File: config.mk
export PLATFORM = sky130hd
export DESIGN_NAME = pse_sieve_ctrl
export DESIGN_NICKNAME = d
export VERILOG_FILES = /design/src/rtl/pse_pkg.sv /design/src/rtl/pse_sieve_ctrl.sv
export SDC_FILE = /design/constraint.sdc
export NUM_CORES = 1
export LEC_CHECK = 0
export BUFFER_PORTS_ARGS = -buffer_cell sky130_fd_sc_hd__buf_2
export CORE_AREA = 2 2 92 129
export DETAILED_ROUTE_END_ITERATION = 10
export DIE_AREA = 0 0 94 131
export GPL_TIMING_DRIVEN = 0
export PLACE_DENSITY = 0.74
export SYNTH_ARGS = -nofsm -noshare
export SYNTH_HDL_FRONTEND = slang
export SYNTH_SLANG_ARGS = --single-unit
File: constraint.sdc
create_clock -name clk -period 9.1 [get_ports clk]
set_clock_uncertainty 0.15 [all_clocks]
set_input_delay 0.91 -clock clk [delete_from_list [all_inputs] [get_ports clk]]
set_output_delay 0.91 -clock clk [all_outputs]
set_load 0.1 [all_outputs]
File: src/rtl/pse_pkg.sv
// ----------------------------------------------------------------------------
// Prime sieve engine package
// Field widths, opcodes, sequencer states and the response word shared by
// the sieve controller and the top level.
// ----------------------------------------------------------------------------
package pse_pkg;

	localparam int LIMIT_W = 12;
	localparam int POS_W   = 10;
	localparam int COUNT_W = 10;
	localparam int VALUE_W = 12;

	// Walk index: one bit above the limit so that stepping past it is visible.
	localparam int IDX_W  = LIMIT_W + 1;
	// Sieving base; its square passes any 12-bit limit by the time it reaches 64.
	localparam int ROOT_W = 7;

	localparam int COUNT_MAX      = 1023;
	localparam int DEF_MAX_LIMIT  = 4095;
	localparam int DEF_LIST_DEPTH = 1024;

	localparam logic OP_RUN  = 1'b0;
	localparam logic OP_READ = 1'b1;

	typedef enum logic [3:0] {
		S_IDLE,
		S_FILL,
		S_OUTER_RD,
		S_OUTER_CHK,
		S_STRIKE,
		S_COLLECT,
		S_DRAIN,
		S_READ_WAIT,
		S_RESP
	} state_t;

	typedef struct packed {
		logic [COUNT_W-1:0] count;
		logic [VALUE_W-1:0] value;
		logic               ok;
	} rsp_t;

endpackage

File: src/rtl/pse_sieve_ctrl.sv
// ----------------------------------------------------------------------------
// Prime sieve engine controller
// Sequencer that fills the flag bitmap, strikes out multiples, collects the
// surviving values into the prime list and answers list reads.
// ----------------------------------------------------------------------------
module pse_sieve_ctrl #(
	parameter int MAX_LIMIT  = pse_pkg::DEF_MAX_LIMIT,
	parameter int LIST_DEPTH = pse_pkg::DEF_LIST_DEPTH,
	parameter int FLAG_AW    = 12,
	parameter int LIST_AW    = 10
) (
	input  logic                        clk,
	input  logic                        arst_n,
	input  logic                        cmd_valid,
	output logic                        cmd_stall,
	input  logic                        operation,
	input  logic [pse_pkg::LIMIT_W-1:0] limit,
	input  logic [pse_pkg::POS_W-1:0]   position,
	output logic                        flag_we,
	output logic [FLAG_AW-1:0]          flag_waddr,
	output logic                        flag_wdata,
	output logic                        flag_re,
	output logic [FLAG_AW-1:0]          flag_raddr,
	input  logic                        flag_rdata,
	output logic                        list_we,
	output logic [LIST_AW-1:0]          list_waddr,
	output logic [pse_pkg::VALUE_W-1:0] list_wdata,
	output logic                        list_re,
	output logic [LIST_AW-1:0]          list_raddr,
	input  logic [pse_pkg::VALUE_W-1:0] list_rdata,
	output logic                        rsp_valid,
	output pse_pkg::rsp_t               rsp,
	input  logic                        rsp_take
);

	localparam int EFF_MAX  = (MAX_LIMIT < 4095) ? MAX_LIMIT : 4095;
	localparam int LIST_CAP = (LIST_DEPTH < pse_pkg::COUNT_MAX) ? LIST_DEPTH
	                                                           : pse_pkg::COUNT_MAX;
	localparam logic [pse_pkg::LIMIT_W-1:0] EFF_LIM = pse_pkg::LIMIT_W'(EFF_MAX);
	localparam logic [pse_pkg::COUNT_W-1:0] CAP     = pse_pkg::COUNT_W'(LIST_CAP);

	pse_pkg::state_t state_q, state_d;

	logic [pse_pkg::LIMIT_W-1:0] lim_q;
	logic [pse_pkg::IDX_W-1:0]   idx_q;
	logic [pse_pkg::IDX_W-1:0]   sq_q;
	logic [pse_pkg::ROOT_W-1:0]  base_q;
	logic [pse_pkg::COUNT_W-1:0] count_q;
	logic [pse_pkg::VALUE_W-1:0] value_q;
	logic                        ok_q;
	logic                        pend_s1;
	logic [pse_pkg::LIMIT_W-1:0] val_s1;

	logic [pse_pkg::LIMIT_W-1:0] lim_clamped;
	logic [pse_pkg::IDX_W-1:0]   lim_ext;
	logic [pse_pkg::IDX_W-1:0]   base_ext;
	logic [pse_pkg::IDX_W-1:0]   sq_next;
	logic                        accept;
	logic                        read_hit;

	assign lim_clamped = (limit > EFF_LIM) ? EFF_LIM : limit;
	assign lim_ext     = {1'b0, lim_q};
	assign base_ext    = pse_pkg::IDX_W'(base_q);
	// (i+1)^2 = i^2 + 2i + 1 keeps the square without a multiplier.
	assign sq_next     = sq_q + {base_ext[pse_pkg::IDX_W-2:0], 1'b0} + pse_pkg::IDX_W'(1);
	assign accept      = cmd_valid && !cmd_stall;
	assign read_hit    = position < count_q;

	assign cmd_stall = (state_q != pse_pkg::S_IDLE);
	assign rsp_valid = (state_q == pse_pkg::S_RESP);
	assign rsp.count = count_q;
	assign rsp.value = value_q;
	assign rsp.ok    = ok_q;

	// A collected word is written to the list in the cycle after its flag is read.
	assign list_we    = pend_s1 && flag_rdata && (count_q < CAP);
	assign list_waddr = count_q[LIST_AW-1:0];
	assign list_wdata = val_s1;
	assign list_raddr = position[LIST_AW-1:0];

	always_ff @(posedge clk or negedge arst_n) begin
		if (!arst_n) begin
			state_q <= pse_pkg::S_IDLE;
		end else begin
			state_q <= state_d;
		end
	end

	always_comb begin
		state_d    = state_q;
		flag_we    = 1'b0;
		flag_waddr = idx_q[FLAG_AW-1:0];
		flag_wdata = 1'b0;
		flag_re    = 1'b0;
		flag_raddr = idx_q[FLAG_AW-1:0];
		list_re    = 1'b0;
		case (state_q)
			pse_pkg::S_IDLE: begin
				if (accept) begin
					if (operation == pse_pkg::OP_RUN) begin
						state_d = (lim_clamped < pse_pkg::LIMIT_W'(2)) ? pse_pkg::S_RESP
						                                                 : pse_pkg::S_FILL;
					end else if (read_hit) begin
						list_re = 1'b1;
						state_d = pse_pkg::S_READ_WAIT;
					end else begin
						state_d = pse_pkg::S_RESP;
					end
				end
			end
			pse_pkg::S_FILL: begin
				flag_we    = 1'b1;
				flag_wdata = idx_q > pse_pkg::IDX_W'(1);
				if (idx_q == lim_ext) begin
					state_d = pse_pkg::S_OUTER_RD;
				end
			end
			pse_pkg::S_OUTER_RD: begin
				if (sq_q > lim_ext) begin
					state_d = pse_pkg::S_COLLECT;
				end else begin
					flag_re    = 1'b1;
					flag_raddr = base_ext[FLAG_AW-1:0];
					state_d    = pse_pkg::S_OUTER_CHK;
				end
			end
			pse_pkg::S_OUTER_CHK: begin
				state_d = flag_rdata ? pse_pkg::S_STRIKE : pse_pkg::S_OUTER_RD;
			end
			pse_pkg::S_STRIKE: begin
				if (idx_q > lim_ext) begin
					state_d = pse_pkg::S_OUTER_RD;
				end else begin
					flag_we = 1'b1;
				end
			end
			pse_pkg::S_COLLECT: begin
				flag_re = 1'b1;
				if (idx_q == lim_ext) begin
					state_d = pse_pkg::S_DRAIN;
				end
			end
			pse_pkg::S_DRAIN: begin
				state_d = pse_pkg::S_RESP;
			end
			pse_pkg::S_READ_WAIT: begin
				state_d = pse_pkg::S_RESP;
			end
			pse_pkg::S_RESP: begin
				if (rsp_take) begin
					state_d = pse_pkg::S_IDLE;
				end
			end
			default: begin
				state_d = pse_pkg::S_IDLE;
			end
		endcase
	end

	always_ff @(posedge clk or negedge arst_n) begin
		if (!arst_n) begin
			count_q <= '0;
			pend_s1 <= 1'b0;
		end else begin
			pend_s1 <= (state_q == pse_pkg::S_COLLECT);
			if (state_q == pse_pkg::S_IDLE && accept && operation == pse_pkg::OP_RUN) begin
				count_q <= '0;
			end else if (list_we) begin
				count_q <= count_q + pse_pkg::COUNT_W'(1);
			end
		end
	end

	always_ff @(posedge clk) begin
		val_s1 <= idx_q[pse_pkg::LIMIT_W-1:0];
		case (state_q)
			pse_pkg::S_IDLE: begin
				lim_q   <= lim_clamped;
				idx_q   <= '0;
				value_q <= '0;
				ok_q    <= 1'b0;
			end
			pse_pkg::S_FILL: begin
				idx_q <= idx_q + pse_pkg::IDX_W'(1);
				if (idx_q == lim_ext) begin
					base_q <= pse_pkg::ROOT_W'(2);
					sq_q   <= pse_pkg::IDX_W'(4);
				end
			end
			pse_pkg::S_OUTER_RD: begin
				if (sq_q > lim_ext) begin
					idx_q <= pse_pkg::IDX_W'(2);
				end
			end
			pse_pkg::S_OUTER_CHK: begin
				if (flag_rdata) begin
					idx_q <= sq_q;
				end else begin
					base_q <= base_q + pse_pkg::ROOT_W'(1);
					sq_q   <= sq_next;
				end
			end
			pse_pkg::S_STRIKE: begin
				if (idx_q > lim_ext) begin
					base_q <= base_q + pse_pkg::ROOT_W'(1);
					sq_q   <= sq_next;
				end else begin
					idx_q <= idx_q + base_ext;
				end
			end
			pse_pkg::S_COLLECT: begin
				idx_q <= idx_q + pse_pkg::IDX_W'(1);
			end
			pse_pkg::S_READ_WAIT: begin
				value_q <= list_rdata;
				ok_q    <= 1'b1;
			end
			default: begin
			end
		endcase
	end

endmodule

# Yosys cells after proc, flatten, opt, wreduce, memory -nomap -nowiden
# Index checks and enable logic that the tools add are counted.
[word_totals]
register_bits = 85
in_bits = 40
word_cells = 98
[op_classes]
add_sub_neg = 6
magnitude_cmp = 7
n_eq_ne = 18
mux = 39
n_bitwise = 1
reduce_logical = 17
[op_table]
columns = ["operator", "count"]
rows = [
  ["$mux 13", 6],
  ["$pmux 13 s5", 1],
  ["$pmux 13 s3", 1],
  ["$mux 12", 3],
  ["$mux 4", 8],
  ["$pmux 4 s8", 1],
  ["$add 13x1->13 const B", 2],
  ["$gt 13x12->1", 2],
  ["$pmux 12 s2", 1],
  ["$mux 7", 3],
  ["$pmux 7 s3", 1],
  ["$mux 10", 2],
  ["$eq 4x3->1 const B", 4],
  ["$ne 2x2->1 const B", 8],
  ["$add 13x7->13", 1],
  ["$add 13x8->13", 1],
  ["$eq 13x12->1", 1],
  ["$gt 13x1->1 const B", 1],
  ["$gt 12x12->1 const B", 1],
  ["$lt 12x2->1 const B", 1],
  ["$add 10x1->10 const B", 1],
  ["$lt 10x10->1", 1],
  ["$lt 10x10->1 const B", 1],
  ["$eq 4x2->1 const B", 2],
  ["other kinds (18)", 34],
]

# Depth between registers and ports, before layout
[logic_depth]
depth_word = 7
ltp_mapped = 13
ltp_nobuf = 12

# Worst setup path after synthesis
# No wires, ideal clock.
[synth_timing]
kind = "flip-flop to output port"
from = "register idx_q[10] (netlist bit)"
to = "output port flag_we"
arrival_time_ps = 3498
t_required_ps = 8040
path_slack_ps = 4542
path_stages_with_launch = 6
n_path_buf = 0
path_cell_list = "edfxtp_1 -> ha_1 -> nand4b_4 -> nor4_2 -> a21oi_1 -> o21ai_0"
[synth_via]
elab_chain_len = 3
[synth_rtl]
columns = ["element", "line_no", "text"]
rows = [
  ["start: declaration", "pse_sieve_ctrl.sv:45", "logic [pse_pkg::IDX_W-1:0] idx_q;"],
  ["start signal: assignment", "pse_sieve_ctrl.sv:184", "idx_q <= idx_q + pse_pkg::IDX_W'(1);"],
  ["start signal: assignment", "pse_sieve_ctrl.sv:192", "idx_q <= pse_pkg::IDX_W'(2);"],
  ["start signal: assignment", "pse_sieve_ctrl.sv:197", "idx_q <= sq_q;"],
  ["$gt 13x12->1", "pse_sieve_ctrl.sv:131", "if (idx_q > lim_ext) begin"],
  ["$mux 1", "pse_sieve_ctrl.sv:131", ""],
  ["$pmux 1 s2", "pse_sieve_ctrl.sv:97", "case (state_q)"],
  ["end: declaration", "pse_sieve_ctrl.sv:19", "output logic flag_we,"],
]
# No other way between the ends.

# Final worst setup path
[layout_timing]
from = "register sq_q[8] (netlist bit)"
to = "output port flag_raddr[6]"
[layout_via]
elab_chain_len = 3
[layout_rtl]
columns = ["element", "line_no", "text"]
rows = [
  ["start: declaration", "pse_sieve_ctrl.sv:46", "logic [pse_pkg::IDX_W-1:0] sq_q;"],
  ["start signal: assignment", "pse_sieve_ctrl.sv:187", "sq_q <= pse_pkg::IDX_W'(4);"],
  ["start signal: assignment", "pse_sieve_ctrl.sv:200", "sq_q <= sq_next;"],
  ["start signal: assignment", "pse_sieve_ctrl.sv:206", "sq_q <= sq_next;"],
  ["$gt 13x12->1", "pse_sieve_ctrl.sv:119", "if (sq_q > lim_ext) begin"],
  ["$mux 12", "pse_sieve_ctrl.sv:119", ""],
  ["$mux 12", "pse_sieve_ctrl.sv:97", ""],
  ["end: declaration", "pse_sieve_ctrl.sv:23", "output logic [FLAG_AW-1:0] flag_raddr,"],
]
# No other way between the ends.

==> metrics.log <==
INFO  metric final.setup.tns = 0 ps
INFO  metric floorplan.core_area = 11200 um2
INFO  metric ctsRootBufferMaster = sky130_fd_sc_hd__clkbuf_16
INFO  metric vdd_ir_drop_max = 0.000200 V
INFO  metric timing.critical_path.from = sq_q[8]$_SDFFCE_PN0P_
INFO  metric synthDistinctLibCells = 61
INFO  metric clk_transition_reported_paths = 70 ps
INFO  metric clock-sinks = 85
INFO  metric post_cts_setup_driven_buffer_insertion_count = 0
INFO  metric pin_count_of_the_biggest_net_entering_global_routing = 18
INFO  metric cp_num_buf_inv = 2
INFO  metric run_status = complete, no violations
INFO  metric dr.pass1.iters = 5
INFO  metric start_kind = register
INFO  metric synth.net_count = 629
INFO  metric gp_congestion = approximately 0.93
INFO  metric layout_commonest_cell = sky130_fd_sc_hd__buf_2
INFO  metric top_level_ports = 126
INFO  metric gr-total-overflow = 0
INFO  metric clk_lat_worst_skew = 350 ps
INFO  metric final.fill_count = 1011
INFO  metric final_period_minus_worst_setup_slack = 3960 ps
INFO  metric vias_in_the_first_global_route = 4359
INFO  metric drive_above_1_share = 30.4%
INFO  metric syn_to_final_growth = 21.0%
INFO  metric hold_viol_final = 0
INFO  metric chipHeight = 131 um
INFO  metric netlist.area_leader.share = 31.9%
INFO  metric synth_flop_cell = sky130_fd_sc_hd__edfxtp_1
INFO  metric global_route.usage.total = 22.6%
INFO  metric place_hpwl = 10500 um
INFO  metric ctsResizeCount = 0
INFO  metric detailedPlace.worstSlack = 5190 ps
INFO  metric cp-endpoint = flag_raddr[6]
INFO  metric async_set_or_reset_register_ratio_after_synthesis = 17.6%
INFO  metric cts.path.max_buffers = 2
INFO  metric rsz0062_at_grt = false
INFO  metric cp-end-kind = primary output
INFO  metric crit_required = 8040 ps
INFO  metric total_number_of_yosys_warnings = 0
INFO  metric setup_viol_count_final = 0
INFO  metric postSynthRegisterBits = 85
INFO  metric timing.hold.ws = 303 ps
INFO  metric timing.hold.worst.class = primary input to async pin
INFO  metric buffer_ports.inserted = 124
INFO  metric tightest_slew = 1090 ps
INFO  metric postSynthAreaPerCell = 10.2 um2
INFO  metric clock_tree_from_tritoncts = done
INFO  metric multiInputGateArea = 2630 um2
INFO  metric stdcell_area = 6610 um2
INFO  metric regToRegEndpoint = idx_q[0]$_DFFE_PP_
INFO  metric antenna_cells_inserted = 0
INFO  metric row_count = 46
INFO  metric synth_largest_area_cell = sky130_fd_sc_hd__edfxtp_1
INFO  metric max_stage_delay_cell_worst_path = sky130_fd_sc_hd__edfxtp_1
INFO  metric drt_iter0_drc = approximately 210
INFO  metric worstSetupPathDepth = 8
INFO  metric antenna_left = 0
INFO  metric critical_path.top_delay_family = compound AO/OA/AOI/OAI gates
INFO  metric tritoncts.num_buffers = 9
INFO  metric die_w = 94 um
INFO  metric first_pass_grt_wire_length = approximately 21000 um
INFO  metric synth_edf_count = 58
INFO  metric worst_r2r_path_depth = 8
INFO  metric detail_route.wirelength = 13400 um
INFO  metric criticalPathCategory = register to primary output
INFO  metric maxSlewHeadroom = 26.8%
INFO  metric rrSetupSlack = 5700 ps
INFO  metric nets = 766
INFO  metric detailed_place.area = 6310 um2
INFO  metric fin_util = around three fifths
INFO  metric ctsHoldBuffers = 0
INFO  metric power.density = 207 nW/um2
INFO  metric final_max_slew_viols = 0
INFO  metric synth.yosys.seq_area_share = 43.1%
INFO  metric final_min_period_over_clock_period = a little over two fifths
INFO  metric design.die.area = 12300 um2
INFO  metric post_drt_wl_per_cell = ~16 um
INFO  metric sequential_cell_area = 2360 um2
INFO  metric critical_path.cell_chain = ha_1 > a21oi_1 > o21ai_1 > a211oi_2 > o211ai_4 > buf_6 > mux2_4 > buf_2
INFO  metric critical-path-max-stage-delay = between 500 and 600 ps
INFO  metric cells_after_synth = approximately 540
INFO  metric syn-cell-area = 5470 um2
INFO  metric worst-path-max-fanout = 10
INFO  metric ys_top_cells_by_area = sky130_fd_sc_hd__edfxtp_1 32%, sky130_fd_sc_hd__ha_1 11%, sky130_fd_sc_hd__dfrtp_1 6.9%, sky130_fd_sc_hd__buf_4 4.5%, sky130_fd_sc_hd__dfxtp_1 4.4%
INFO  metric power.leakage = 3.00 nW
INFO  metric crit_arrival = between 2000 and 3000 ps
INFO  metric reg2reg_from = sq_q[9]$_SDFFCE_PN0P_
INFO  metric worst_slack = 5140 ps
INFO  metric via_count = around 4400
INFO  metric drcViolationCount = 0
INFO  metric layout_common_cells = 129 x sky130_fd_sc_hd__buf_2, 58 x sky130_fd_sc_hd__edfxtp_1, 49 x sky130_fd_sc_hd__nor2_1, 49 x sky130_fd_sc_hd__ha_1, 39 x sky130_fd_sc_hd__inv_1
INFO  metric grt_antenna_before_repair = 0
INFO  metric cts_max_level = 3
INFO  metric number_of_maximum_capacitance_constraint_violations = 0
INFO  metric start_util = roughly 49%
INFO  metric max_clock_freq = approximately 0.25 GHz
INFO  metric route.detailed.vias_per_inst = 5.40
Yosys cell counts (3+ instances only):
master	instances
sky130_fd_sc_hd__a221oi_1	3
sky130_fd_sc_hd__o21ai_1	16
sky130_fd_sc_hd__buf_2	5
sky130_fd_sc_hd__mux2_2	5
sky130_fd_sc_hd__nor3_1	12
sky130_fd_sc_hd__a21boi_1	3
sky130_fd_sc_hd__xor2_1	11
sky130_fd_sc_hd__nor4_1	5
sky130_fd_sc_hd__xnor2_1	20
sky130_fd_sc_hd__a21o_1	5
sky130_fd_sc_hd__buf_4	33
sky130_fd_sc_hd__dfxtp_1	12
sky130_fd_sc_hd__nand2b_1	6
sky130_fd_sc_hd__inv_1	39
sky130_fd_sc_hd__o21a_1	3
sky130_fd_sc_hd__clkbuf_1	18
sky130_fd_sc_hd__and2_1	19
sky130_fd_sc_hd__a21oi_1	21
sky130_fd_sc_hd__o21ai_0	12
sky130_fd_sc_hd__and3_1	5
sky130_fd_sc_hd__nor3_2	4
sky130_fd_sc_hd__nor2b_1	12
sky130_fd_sc_hd__ha_1	49
sky130_fd_sc_hd__nand3_1	11
sky130_fd_sc_hd__dfrtp_1	15
sky130_fd_sc_hd__nand2_1	29
sky130_fd_sc_hd__o31ai_1	3
sky130_fd_sc_hd__a21boi_0	3
sky130_fd_sc_hd__a211oi_1	7
sky130_fd_sc_hd__nor2_1	49
sky130_fd_sc_hd__nand4_1	8
sky130_fd_sc_hd__edfxtp_1	58
power breakdown:
group / total, mW / switching [mW] / internal (mW)
Clock: 0.381 / 0.172 / 0.210
Sequential: 0.463 / 0.0328 / 0.430
Combinational: 0.523 / 0.412 / 0.111
registers in the layout (all words and copies together), names as in the netlist:
register / count
base_q: 7
idx_q: 13
lim_q: 12
list_waddr: 10
list_wdata: 12
ok_q: 1
pend_s1: 1
sq_q: 13
state_q: 4
value_q: 12
stage by stage:
| step | power (mW) | cells |
|---|---|---|
| after floorplan | 0.914 | 538 |
| after global placement | 0.988 | 806 |
| after detailed placement | 0.994 | 808 |
| after CTS | 1.37 | 824 |
| after global routing | 1.42 | 824 |
| final | 1.37 | 824 |
worst min path at each step:
stage / startpoint / to / slack, ps / depth (start not counted)
floorplan: idx_q[0]$_DFFE_PP_ / list_wdata[0]$_DFF_P_ / 270 / 0
global placement: idx_q[0]$_DFFE_PP_ / list_wdata[0]$_DFF_P_ / 320 / 0
detailed placement: idx_q[0]$_DFFE_PP_ / list_wdata[0]$_DFF_P_ / 320 / 0
CTS: arst_n / list_waddr[0]$_DFFE_PN0P_ / 310 / 1
global route: arst_n / list_waddr[0]$_DFFE_PN0P_ / 330 / 1
finish: arst_n / list_waddr[0]$_DFFE_PN0P_ / 300 / 1
final cells by class:
type	count	area share [%]
multi-input cells	357	39.7
flip-flops and latches	85	35.6
repair buffers	126	9.72
plain buffers	57	5.32
clock buffers	10	3.78
well taps	144	2.72
inverters	39	2.21
clock inverters	6	0.870
routing by layer:
layer | track usage [%] | up-vias | wire (um)
met5 | 0 | - | 0
met4 | 12.9 | 0 | 589
met2 | 39.4 | 207 | 6740
li1 | - | 2139 | -
met1 | 25.9 | 2063 | 5280
met3 | 4.07 | 39 | 819
kinds of logic after synthesis:
family,after synthesis,share of synthesized area (%)
simple gates,171,17.1
compound gates,97,12.2
buf+inv,96,9.11
flops,85,43.1
fa+ha+maj,51,12.0
xor+xnor,31,4.97
mux,7,1.49
Power figures use the tool's default switching activity.
